===== src/sv/msbs_pkg.sv =====
// Package: shared types, codes and defaults of the masked byte signature scanner.
package msbs_pkg;

  localparam int PATTERN_MAX_DEF = 16;
  localparam int OFFSET_BITS_DEF = 32;
  localparam int RANGE_BITS_DEF  = 7;

  localparam int PATTERN_W   = 128;
  localparam int MASK_W      = 16;
  localparam int LEN_W       = 5;
  localparam int LIMIT_W     = 16;
  localparam int CFG_DATA_W  = 64;
  localparam int CFG_INDEX_W = 3;

  localparam int RANGE_W  = 7;
  localparam int OFFSET_W = 32;
  localparam int COUNT_W  = 16;

  localparam int FIFO_DEPTH = 8;
  localparam int FIFO_PTR_W = $clog2(FIFO_DEPTH);
  localparam int FIFO_CNT_W = $clog2(FIFO_DEPTH + 1);

  localparam logic [CFG_INDEX_W-1:0] CFG_PATTERN_LOW  = 3'd0;
  localparam logic [CFG_INDEX_W-1:0] CFG_PATTERN_HIGH = 3'd1;
  localparam logic [CFG_INDEX_W-1:0] CFG_EXACT_MASK   = 3'd2;
  localparam logic [CFG_INDEX_W-1:0] CFG_PATTERN_LEN  = 3'd3;
  localparam logic [CFG_INDEX_W-1:0] CFG_COLLECT_MODE = 3'd4;
  localparam logic [CFG_INDEX_W-1:0] CFG_MATCH_LIMIT  = 3'd5;

  localparam logic KIND_MATCH   = 1'b0;
  localparam logic KIND_SUMMARY = 1'b1;

  typedef enum logic [1:0] {
    ST_MISSING   = 2'd0,
    ST_UNIQUE    = 2'd1,
    ST_AMBIGUOUS = 2'd2,
    ST_INVALID   = 2'd3
  } status_t;

  typedef struct packed {
    logic [7:0] data_byte;
    logic       range_end;
    logic       scan_end;
  } in_item_t;

  typedef struct packed {
    logic                kind;
    logic [1:0]          status;
    logic [RANGE_W-1:0]  range_number;
    logic [OFFSET_W-1:0] match_offset;
    logic [COUNT_W-1:0]  match_count;
    logic                last;
  } out_item_t;

  typedef struct packed {
    logic shift;
    logic clear;
  } win_ctrl_t;

  typedef struct packed {
    logic pattern_ok;
    logic hit;
  } win_stat_t;

endpackage


===== src/sv/masked_byte_signature_scanner_unit.sv =====
// Top level of the masked byte signature scanner.
//
//   channel | direction | handshake          | payload
//   in      | into      | in_valid/in_ready  | in_item   (data_byte, range_end, scan_end)
//   out     | out of    | out_valid/out_ready| out_item  (kind, status, range, offset, count, last)
//   cfg     | into      | cfg_valid/cfg_ready| cfg_index, cfg_data
//
// Unless input stalls, one byte is accepted per cycle; the window compare is a single
// registered pass. A collect-mode match on the last byte of a scan gives two items,
// which the result queue drains one per cycle while out_ready is high. Input stalls
// while reset is high or the 8-entry result queue is close to full.
// Reset is synchronous, clears scan state and config registers, and sets the match limit to one.
module masked_byte_signature_scanner_unit
  import msbs_pkg::*;
#(
  parameter int PATTERN_MAX = PATTERN_MAX_DEF,
  parameter int OFFSET_BITS = OFFSET_BITS_DEF,
  parameter int RANGE_BITS  = RANGE_BITS_DEF
) (
  input  logic                   clk,
  input  logic                   rst,
  input  logic                   in_valid,
  output logic                   in_ready,
  input  in_item_t               in_item,
  output logic                   out_valid,
  input  logic                   out_ready,
  output out_item_t              out_item,
  input  logic                   cfg_valid,
  output logic                   cfg_ready,
  input  logic [CFG_INDEX_W-1:0] cfg_index,
  input  logic [CFG_DATA_W-1:0]  cfg_data
);

  logic [CFG_DATA_W-1:0] pattern_low;
  logic [CFG_DATA_W-1:0] pattern_high;
  logic [MASK_W-1:0]     exact_mask;
  logic [LEN_W-1:0]      pattern_length;
  logic                  collect_mode;
  logic [LIMIT_W-1:0]    match_limit;

  logic     s1_valid;
  in_item_t s1;

  logic [OFFSET_BITS-1:0] range_position;
  logic [RANGE_BITS-1:0]  range_counter;
  status_t                scan_status;
  logic [RANGE_BITS-1:0]  found_range;
  logic [OFFSET_BITS-1:0] found_offset;
  logic [COUNT_W-1:0]     collected;

  status_t                scan_status_next;
  logic [RANGE_BITS-1:0]  found_range_next;
  logic [OFFSET_BITS-1:0] found_offset_next;
  logic [COUNT_W-1:0]     collected_next;

  win_ctrl_t              wctrl;
  win_stat_t              wstat;
  logic [OFFSET_BITS-1:0] start;
  logic                   collect_hit;
  logic                   resolve_hit;
  out_item_t              match_item;
  out_item_t              summary_item;
  logic                   wr_en0;
  logic                   wr_en1;
  out_item_t              wr_data0;
  logic [FIFO_CNT_W-1:0]  fifo_count;

  assign cfg_ready = !rst;

  always_ff @(posedge clk) begin
    if (rst) begin
      pattern_low    <= '0;
      pattern_high   <= '0;
      exact_mask     <= '0;
      pattern_length <= '0;
      collect_mode   <= 1'b0;
      match_limit    <= LIMIT_W'(1);
    end else if (cfg_valid) begin
      case (cfg_index)
        CFG_PATTERN_LOW:  pattern_low    <= cfg_data;
        CFG_PATTERN_HIGH: pattern_high   <= cfg_data;
        CFG_EXACT_MASK:   exact_mask     <= MASK_W'(cfg_data);
        CFG_PATTERN_LEN:  pattern_length <= LEN_W'(cfg_data);
        CFG_COLLECT_MODE: collect_mode   <= cfg_data[0];
        CFG_MATCH_LIMIT:  match_limit    <= LIMIT_W'(cfg_data);
        default: begin
        end
      endcase
    end
  end

  // room for this item's results and the next one's
  assign in_ready = !rst && (s1_valid ? (fifo_count <= FIFO_CNT_W'(FIFO_DEPTH - 4))
                                      : (fifo_count <= FIFO_CNT_W'(FIFO_DEPTH - 2)));

  always_ff @(posedge clk) begin
    if (rst) begin
      s1_valid <= 1'b0;
    end else begin
      s1_valid <= in_valid && in_ready;
    end
  end

  always_ff @(posedge clk) begin
    if (in_valid && in_ready) begin
      s1 <= in_item;
    end
  end

  assign wctrl = '{shift: s1_valid, clear: s1.range_end || s1.scan_end};

  msbs_window #(
    .PATTERN_MAX (PATTERN_MAX)
  ) u_window (
    .clk            (clk),
    .rst            (rst),
    .ctrl           (wctrl),
    .data_byte      (s1.data_byte),
    .pattern_bytes  ({pattern_high, pattern_low}),
    .exact_mask     (exact_mask),
    .pattern_length (pattern_length),
    .stat           (wstat)
  );

  assign start = range_position + OFFSET_BITS'(1) - OFFSET_BITS'(pattern_length);
  assign collect_hit = s1_valid && wstat.hit && collect_mode && (collected < match_limit);
  assign resolve_hit = s1_valid && wstat.hit && !collect_mode;

  always_comb begin
    scan_status_next  = scan_status;
    found_range_next  = found_range;
    found_offset_next = found_offset;
    collected_next    = collect_hit ? collected + COUNT_W'(1) : collected;
    if (resolve_hit) begin
      if (scan_status == ST_MISSING) begin
        scan_status_next  = ST_UNIQUE;
        found_range_next  = range_counter;
        found_offset_next = start;
      end else begin
        scan_status_next  = ST_AMBIGUOUS;
        found_range_next  = '0;
        found_offset_next = '0;
      end
    end
  end

  always_comb begin
    match_item.kind         = KIND_MATCH;
    match_item.status       = ST_UNIQUE;
    match_item.range_number = RANGE_W'(range_counter);
    match_item.match_offset = OFFSET_W'(start);
    match_item.match_count  = collected_next;
    match_item.last         = !s1.scan_end;

    summary_item.kind         = KIND_SUMMARY;
    summary_item.status       = ST_MISSING;
    summary_item.range_number = '0;
    summary_item.match_offset = '0;
    summary_item.match_count  = '0;
    summary_item.last         = 1'b1;
    if (!wstat.pattern_ok) begin
      summary_item.status = ST_INVALID;
    end else if (collect_mode) begin
      summary_item.status      = (collected_next != '0) ? ST_UNIQUE : ST_MISSING;
      summary_item.match_count = collected_next;
    end else begin
      summary_item.status = scan_status_next;
      if (scan_status_next == ST_UNIQUE) begin
        summary_item.range_number = RANGE_W'(found_range_next);
        summary_item.match_offset = OFFSET_W'(found_offset_next);
      end
    end
  end

  assign wr_en0   = collect_hit || (s1_valid && s1.scan_end);
  assign wr_en1   = collect_hit && s1.scan_end;
  assign wr_data0 = collect_hit ? match_item : summary_item;

  msbs_out_fifo u_out_fifo (
    .clk       (clk),
    .rst       (rst),
    .wr_en0    (wr_en0),
    .wr_en1    (wr_en1),
    .wr_data0  (wr_data0),
    .wr_data1  (summary_item),
    .out_valid (out_valid),
    .out_ready (out_ready),
    .out_item  (out_item),
    .count     (fifo_count)
  );

  always_ff @(posedge clk) begin
    if (rst) begin
      range_position <= '0;
      range_counter  <= '0;
      scan_status    <= ST_MISSING;
      found_range    <= '0;
      found_offset   <= '0;
      collected      <= '0;
    end else if (s1_valid) begin
      if (s1.scan_end) begin
        range_position <= '0;
        range_counter  <= '0;
        scan_status    <= ST_MISSING;
        found_range    <= '0;
        found_offset   <= '0;
        collected      <= '0;
      end else begin
        scan_status  <= scan_status_next;
        found_range  <= found_range_next;
        found_offset <= found_offset_next;
        collected    <= collected_next;
        if (s1.range_end) begin
          range_position <= '0;
          range_counter  <= range_counter + RANGE_BITS'(1);
        end else begin
          range_position <= range_position + OFFSET_BITS'(1);
        end
      end
    end
  end

  a_queue_room: assert property (@(posedge clk) disable iff (rst)
    s1_valid |-> (fifo_count <= FIFO_CNT_W'(FIFO_DEPTH - 2)))
    else $error("result queue lacks room for an item in flight");

  a_scan_cleared: assert property (@(posedge clk) disable iff (rst)
    (s1_valid && s1.scan_end) |=> (range_counter == '0 && collected == '0 &&
                                   scan_status == ST_MISSING))
    else $error("scan state not cleared after summary");

  a_ambiguous_final: assert property (@(posedge clk) disable iff (rst)
    (scan_status == ST_AMBIGUOUS && !(s1_valid && s1.scan_end)) |=>
    (scan_status == ST_AMBIGUOUS))
    else $error("ambiguous status left before end of scan");

  a_summary_last: assert property (@(posedge clk) disable iff (rst)
    (wr_en0 && wr_data0.kind == KIND_SUMMARY) |-> (wr_data0.last && !wr_en1))
    else $error("summary not marked last");

endmodule


===== src/sv/msbs_window.sv =====
// Byte window of the current range and parallel masked pattern compare.
module msbs_window
  import msbs_pkg::*;
#(
  parameter int PATTERN_MAX = PATTERN_MAX_DEF
) (
  input  logic                 clk,
  input  logic                 rst,
  input  win_ctrl_t            ctrl,
  input  logic [7:0]           data_byte,
  input  logic [PATTERN_W-1:0] pattern_bytes,
  input  logic [MASK_W-1:0]    exact_mask,
  input  logic [LEN_W-1:0]     pattern_length,
  output win_stat_t            stat
);

  localparam int FILL_W = $clog2(PATTERN_MAX + 1);

  logic [7:0]        win [PATTERN_MAX];
  logic [7:0]        win_next [PATTERN_MAX];
  logic [FILL_W-1:0] fill;
  logic [FILL_W-1:0] fill_next;
  logic              mismatch;
  logic              pattern_ok;
  logic [MASK_W-1:0] used;

  always_comb begin
    win_next[0] = data_byte;
    for (int k = 1; k < PATTERN_MAX; k++) begin
      win_next[k] = win[k-1];
    end
    fill_next = (fill < FILL_W'(PATTERN_MAX)) ? fill + FILL_W'(1) : fill;
  end

  always_comb begin
    for (int k = 0; k < MASK_W; k++) begin
      used[k] = (k < int'(pattern_length));
    end
    pattern_ok = (pattern_length != '0) && (int'(pattern_length) <= PATTERN_MAX) &&
                 ((exact_mask & used) != '0);
  end

  // pattern byte i lines up with window slot len-1-i
  always_comb begin
    mismatch = 1'b0;
    for (int i = 0; i < PATTERN_MAX; i++) begin
      for (int j = 0; j < PATTERN_MAX; j++) begin
        if (exact_mask[i] && (i + j + 1 == int'(pattern_length)) &&
            (pattern_bytes[8*i +: 8] != win_next[j])) begin
          mismatch = 1'b1;
        end
      end
    end
  end

  assign stat = '{pattern_ok: pattern_ok,
                  hit: pattern_ok && (LEN_W'(fill_next) >= pattern_length) && !mismatch};

  always_ff @(posedge clk) begin
    if (rst) begin
      fill <= '0;
      for (int k = 0; k < PATTERN_MAX; k++) begin
        win[k] <= '0;
      end
    end else if (ctrl.shift) begin
      if (ctrl.clear) begin
        fill <= '0;
        for (int k = 0; k < PATTERN_MAX; k++) begin
          win[k] <= '0;
        end
      end else begin
        fill <= fill_next;
        win  <= win_next;
      end
    end
  end

endmodule


===== src/sv/msbs_out_fifo.sv =====
// Result queue: takes up to two items a cycle, hands out one while out_ready is high.
module msbs_out_fifo
  import msbs_pkg::*;
(
  input  logic                  clk,
  input  logic                  rst,
  input  logic                  wr_en0,
  input  logic                  wr_en1,
  input  out_item_t             wr_data0,
  input  out_item_t             wr_data1,
  output logic                  out_valid,
  input  logic                  out_ready,
  output out_item_t             out_item,
  output logic [FIFO_CNT_W-1:0] count
);

  out_item_t             mem [FIFO_DEPTH];
  logic [FIFO_PTR_W-1:0] wr_ptr;
  logic [FIFO_PTR_W-1:0] rd_ptr;
  logic                  pop;
  logic [FIFO_CNT_W-1:0] n_push;

  assign out_valid = (count != '0);
  assign out_item  = mem[rd_ptr];
  assign pop       = out_valid && out_ready;
  assign n_push    = FIFO_CNT_W'(wr_en0) + FIFO_CNT_W'(wr_en1);

  always_ff @(posedge clk) begin
    if (wr_en0) begin
      mem[wr_ptr] <= wr_data0;
    end
    if (wr_en1) begin
      mem[wr_ptr + FIFO_PTR_W'(1)] <= wr_data1;
    end
  end

  always_ff @(posedge clk) begin
    if (rst) begin
      wr_ptr <= '0;
      rd_ptr <= '0;
      count  <= '0;
    end else begin
      wr_ptr <= wr_ptr + FIFO_PTR_W'(n_push);
      if (pop) begin
        rd_ptr <= rd_ptr + FIFO_PTR_W'(1);
      end
      count <= count + n_push - FIFO_CNT_W'(pop);
    end
  end

endmodule


===== config.mk =====
export PLATFORM = sky130hd
export DESIGN_NAME = masked_byte_signature_scanner_unit
export DESIGN_NICKNAME = d
export VERILOG_FILES = /design/src/sv/msbs_pkg.sv /design/src/sv/masked_byte_signature_scanner_unit.sv /design/src/sv/msbs_window.sv /design/src/sv/msbs_out_fifo.sv
export SDC_FILE = /design/constraint.sdc
export NUM_CORES = 2
export LEC_CHECK = 0
export BUFFER_PORTS_ARGS = -buffer_cell sky130_fd_sc_hd__clkbuf_2
export CAP_MARGIN = 30
export CORE_ASPECT_RATIO = 1.5
export CORE_MARGIN = 10
export CORE_UTILIZATION = 65
export CTS_CLUSTER_DIAMETER = 200
export DETAILED_ROUTE_END_ITERATION = 12
export PLACE_DENSITY = 0.93
export SLEW_MARGIN = 10
export SYNTH_ARGS = -nofsm -noshare
export SYNTH_HDL_FRONTEND = slang
export SYNTH_SLANG_ARGS = --single-unit

===== constraint.sdc =====
create_clock -name clk -period 6.3 [get_ports clk]
set_input_delay 1.26 -clock clk [delete_from_list [all_inputs] [get_ports clk]]
set_output_delay 1.26 -clock clk [all_outputs]
set_load 0.005 [all_outputs]

==> metrics.yaml, run 1 <==
status: "aborted with a tool error"
stop_stage: "global routing (5_1_grt)"
first-error: "[ERROR GRT-0116] Global routing finished with congestion. Check the congestion regions in the DRC Viewer."
io_buffers: 143
dpl-instance-area_um2: 68600
avgSynthCellArea_um2: 9.23
grt_pass1_wl_mm: 567
holdBufCountCts: 0
synthMuxAreaShare: 0.0536
clock_path_buffers: 3
overflow: 7
place_congestion: 1.29
ios: 144
synth-adder-area-share: 0.00856
synthTopCellsByArea: "edfxtp_1, xnor2_1, dfxtp_1"
ys.flop_type: "edfxtp_1"
synth-seq-cells: 883
cts_resized: 0
netlist.area_leader.share: 0.218
yosysUniqueCellTypes: 82
grt_pass1_vias: 69100
syn_inst: 6939
synthMostInstantiatedCell: "xnor2_1"
grt_max_degree: 111
cts_setup_buffers: 0
syn_area_um2: 64100
dieHeight_um: 404
dp_hpwl_mm: 241
synth_top_family_by_area: "XOR/XNOR gates"
synthesis.nets: 7063
initial_core_util: 0.653
dp.cells: 8195
synth-compound-area-share: 0.0978
yosysWarnings: 0
rows: 141
synth_xor_area_frac: 0.286
yosys.area.top_type: "edfxtp_1"
async_flop_share: 0
synth_commonest_cells: "xnor2_1, xor2_1, nor2_1"
synth-simple-area-share: 0.149
die_w_um: 276
dp_slack_ns: 0.718
grt_use_total: 0.705
yosysSeqAreaShare: 0.349
cts_sinks: 883
htreeDepth: 3
synth_edf_count: 466
cts-root-buf: "clkbuf_16"
cts-buffers-inserted: 85
[cell families after synthesis]
| group | after synthesis |
|---|---|
| simple gates | 1990 |
| mux | 188 |
| xor+xnor | 2087 |
| flops | 883 |
| fa+ha+maj | 42 |
| compound gates | 882 |
| buf+inv | 867 |
[per-layer routing]
| metal | overflow | global-route usage |
|---|---|---|
| met1 | 0 | 0.697 |
| met2 | 1 | 0.869 |
| met4 | 6 | 0.694 |
| met3 | 0 | 0.566 |
| met5 | 0 | 0.271 |
[per-stage QoR]
step / util / hold WS (ns)
after CTS: 0.730 / 0.476
after detailed placement: 0.700 / 0.448
after global placement: 0.698 / 0.439
after floorplan: - / 0.431
==> run 2: changes to the inputs <==
--- a/config.mk
+++ b/config.mk
@@ -7,12 +7,10 @@
 export LEC_CHECK = 0
 export BUFFER_PORTS_ARGS = -buffer_cell sky130_fd_sc_hd__clkbuf_2
 export CAP_MARGIN = 30
-export CORE_ASPECT_RATIO = 1.5
 export CORE_MARGIN = 10
-export CORE_UTILIZATION = 65
-export CTS_CLUSTER_DIAMETER = 200
+export CORE_UTILIZATION = 40
 export DETAILED_ROUTE_END_ITERATION = 12
-export PLACE_DENSITY = 0.93
+export PLACE_DENSITY_LB_ADDON = 0.15
 export SLEW_MARGIN = 10
 export SYNTH_ARGS = -nofsm -noshare
 export SYNTH_HDL_FRONTEND = slang
==> run 2 against run 1 <==
  * The flow now finishes without violations
  * Area after synthesis unchanged
  * Synthesized cell count unchanged
==> metrics.yaml, run 2 <==
status: "complete, no violations"  # was aborted with a tool error
clock_path_buffers: 3  # unchanged
maxSlewHeadroom: 0.222
cp.arrival_ns: 6.76
synth-seq-cells: 883  # unchanged
grt_use_total: 0.371
synth_edf_count: 466  # unchanged
path_depth: 17
holdBufCountCts: 0  # unchanged
cp-start-kind: "register"
ios: 144  # unchanged
cpMostUsedCell: "buf_4"
rsz0062_at_grt: "no"
grt_pass1_vias: 56100
htreeDepth: 3  # unchanged
yosysWarnings: 0  # unchanged
initial_core_util: 0.404  # was 0.653
path_cells: "buf_4 -> xnor2_1 -> nand4_1 -> o211ai_1 -> nand4_1 -> or4_1 -> nor4_1 -> buf_4 -> nand4_1 -> nor4_4 -> buf_4 -> buf_12 -> a21o_1 -> o211ai_1 -> nor4_4 -> buf_4 -> a211oi_1"
io_buffers: 143  # unchanged
largest-register: "u_out_fifo.mem"
critical_path_class: "register to register"
peakVddDrop_mv: 0.459
crit_fanout: 18
r2r_slack_ns: 0.008
dp_hpwl_mm: 242  # was 241 mm
hold_class: "register to register"
r2r_cells: 17
die_w_um: 420  # was 276 um
hold_violations: 0
ys.flop_type: "edfxtp_1"  # unchanged
dp_slack_ns: 0.319  # was 0.718 ns
clkSlewWorstSetupHoldPaths_ns: 0.06
async_flop_share: 0  # unchanged
grt_pass1_wl_mm: 464
power_mw: 15.6
final_common_cell: "xnor2_1"
avgSynthCellArea_um2: 9.23  # unchanged
cts_resized: 0  # unchanged
yosysUniqueCellTypes: 82  # unchanged
timing.fmax_mhz: 159
crit_path_end_kind: "register"
routed_wl_mm: 336
post-route-period-util: 0.999
cts_setup_buffers: 0  # unchanged
cts-root-buf: "clkbuf_16"  # unchanged
die_area_um2: 177000
overflow: 0
largest_reg_flops: 472
finClkSkew_ns: 0.0864
yosys.area.top_type: "edfxtp_1"  # unchanged
grt_max_degree: 155
netlist.area_leader.share: 0.218  # unchanged
insertion_delay_ns: 0.81
num_vias: 58200
syn_inst: 6939  # unchanged
synth_commonest_cells: "xnor2_1, xor2_1, nor2_1"  # unchanged
wl_per_cell_um: 36.2
setup_ws_ns: 0.00769
tns_ns: 0
drv_cap: 0
postRouteAntennaNets: 0
post-route-min-period_ns: 6.29
post_route_cells_drive_above_1_share: 0.184
synthesis.nets: 7063  # unchanged
area_delta_synth_final_pct: 15.5
p_leak_nw: 28.3
drt_first_pass_iters: 8
hold_depth: 2
layout.nets: 7226
place_congestion: 1.14  # was 1.29
dr.first_iter.drc_count: 6923
worst_pin_slew_ns: 1.17
syn_area_um2: 64100  # unchanged
synthMostInstantiatedCell: "xnor2_1"  # unchanged
crit_slowest_cell: "dfxtp_1"
core_area_um2: 159000
design_area_um2: 74000
vias_per_cell: 6.28
dpl-instance-area_um2: 70200  # was 68600 um^2
cts_tree: "yes"
rows: 146  # was 141
synthTopCellsByArea: "edfxtp_1, xnor2_1, dfxtp_1"  # unchanged
power.density_nw_per_um2: 211
cpPeakStageDelay_ns: 1.01
cts_sinks: 883  # unchanged
antenna_found_initial: 24
mostFrequentLayoutCells: "xnor2_1, xor2_1, nor2_1, buf_4, edfxtp_1"
path_buf_inv: 5
yosysSeqAreaShare: 0.349  # unchanged
stdcell_count: 9270
dieHeight_um: 420  # was 404 um
dp.cells: 9058  # was 8195
worstPathRequired_ns: 6.77
crit_family: "simple AND/OR/NAND/NOR gates"
cts-buffers-inserted: 102  # was 85
report.final.slew_viol_count: 0
drc_errors: 0
reg_top3: "u_out_fifo.mem (472), u_window.win (120)"
setup_viol: 0
==> run 2: kinds of logic after synthesis <==
| logic type | share of synthesized area |
|---|---|
| XOR/XNOR | 0.286 |
| AND/OR/NAND/NOR | 0.149 |
| flip-flops | 0.349 |
| AO/OA/AOI/OAI | 0.0978 |
| buffers and inverters | 0.0568 |
| multiplexers | 0.0536 |
| adder cells (fa/ha/maj) | 0.00856 |
==> run 2: final timing paths <==
check,start,to
setup reg to reg,pattern_low[20]$_SDFFE_PP0P_,u_out_fifo.mem[0][56]$_DFFE_PP_
hold reg to reg,pattern_low[42]$_SDFFE_PP0P_,pattern_low[42]$_SDFFE_PP0P_
hold / removal,pattern_low[42]$_SDFFE_PP0P_,pattern_low[42]$_SDFFE_PP0P_
setup / recovery,pattern_low[20]$_SDFFE_PP0P_,u_out_fifo.mem[0][56]$_DFFE_PP_
==> run 2: metrics by stage <==
stage	hold slack, ns	util
after floorplan	0.431	-
after global placement	0.440	0.442
after detailed placement	0.446	0.442
after CTS	0.458	0.465
after global routing	0.474	0.466
final	0.455	0.466
==> run 2: worst min-delay path: cells and delay by family (launching register included) <==
kind             cells  cell delay (ns)
AO/OA/AOI/OAI        1             0.05
flip-flops           1             0.30
AND/OR/NAND/NOR      1             0.05
==> run 2: area by class of cell <==
type	instances	area [um^2]
multi-input cells	5189	38300
clock buffers	140	2930
repair buffers	868	6840
diodes	9	22.5
well taps	2072	2590
clock inverters	51	731
flip-flops and latches	883	22400
inverters	58	230
fillers	15300	84700
==> run 2: per-layer routing <==
| metal | wire (um) | vias to the layer above | GRT usage | share of wire |
|---|---|---|---|---|
| met5 | 198 | - | 0 | 0.00059 |
| met2 | 148000 | 3650 | 0.575 | 0.44 |
| met3 | 31100 | 1279 | 0.0954 | 0.093 |
| li1 | - | 24300 | - | - |
| met1 | 126000 | 28900 | 0.444 | 0.38 |
| met4 | 30500 | 22 | 0.270 | 0.091 |
==> run 2: power breakdown <==
part	total [mW]	switching [mW]	internal (mW)
registers	6.34	0.233	6.11
logic	2.77	1.57	1.21
clock network	6.51	2.73	3.79
Note: power is estimated with default switching activity, not from simulation.
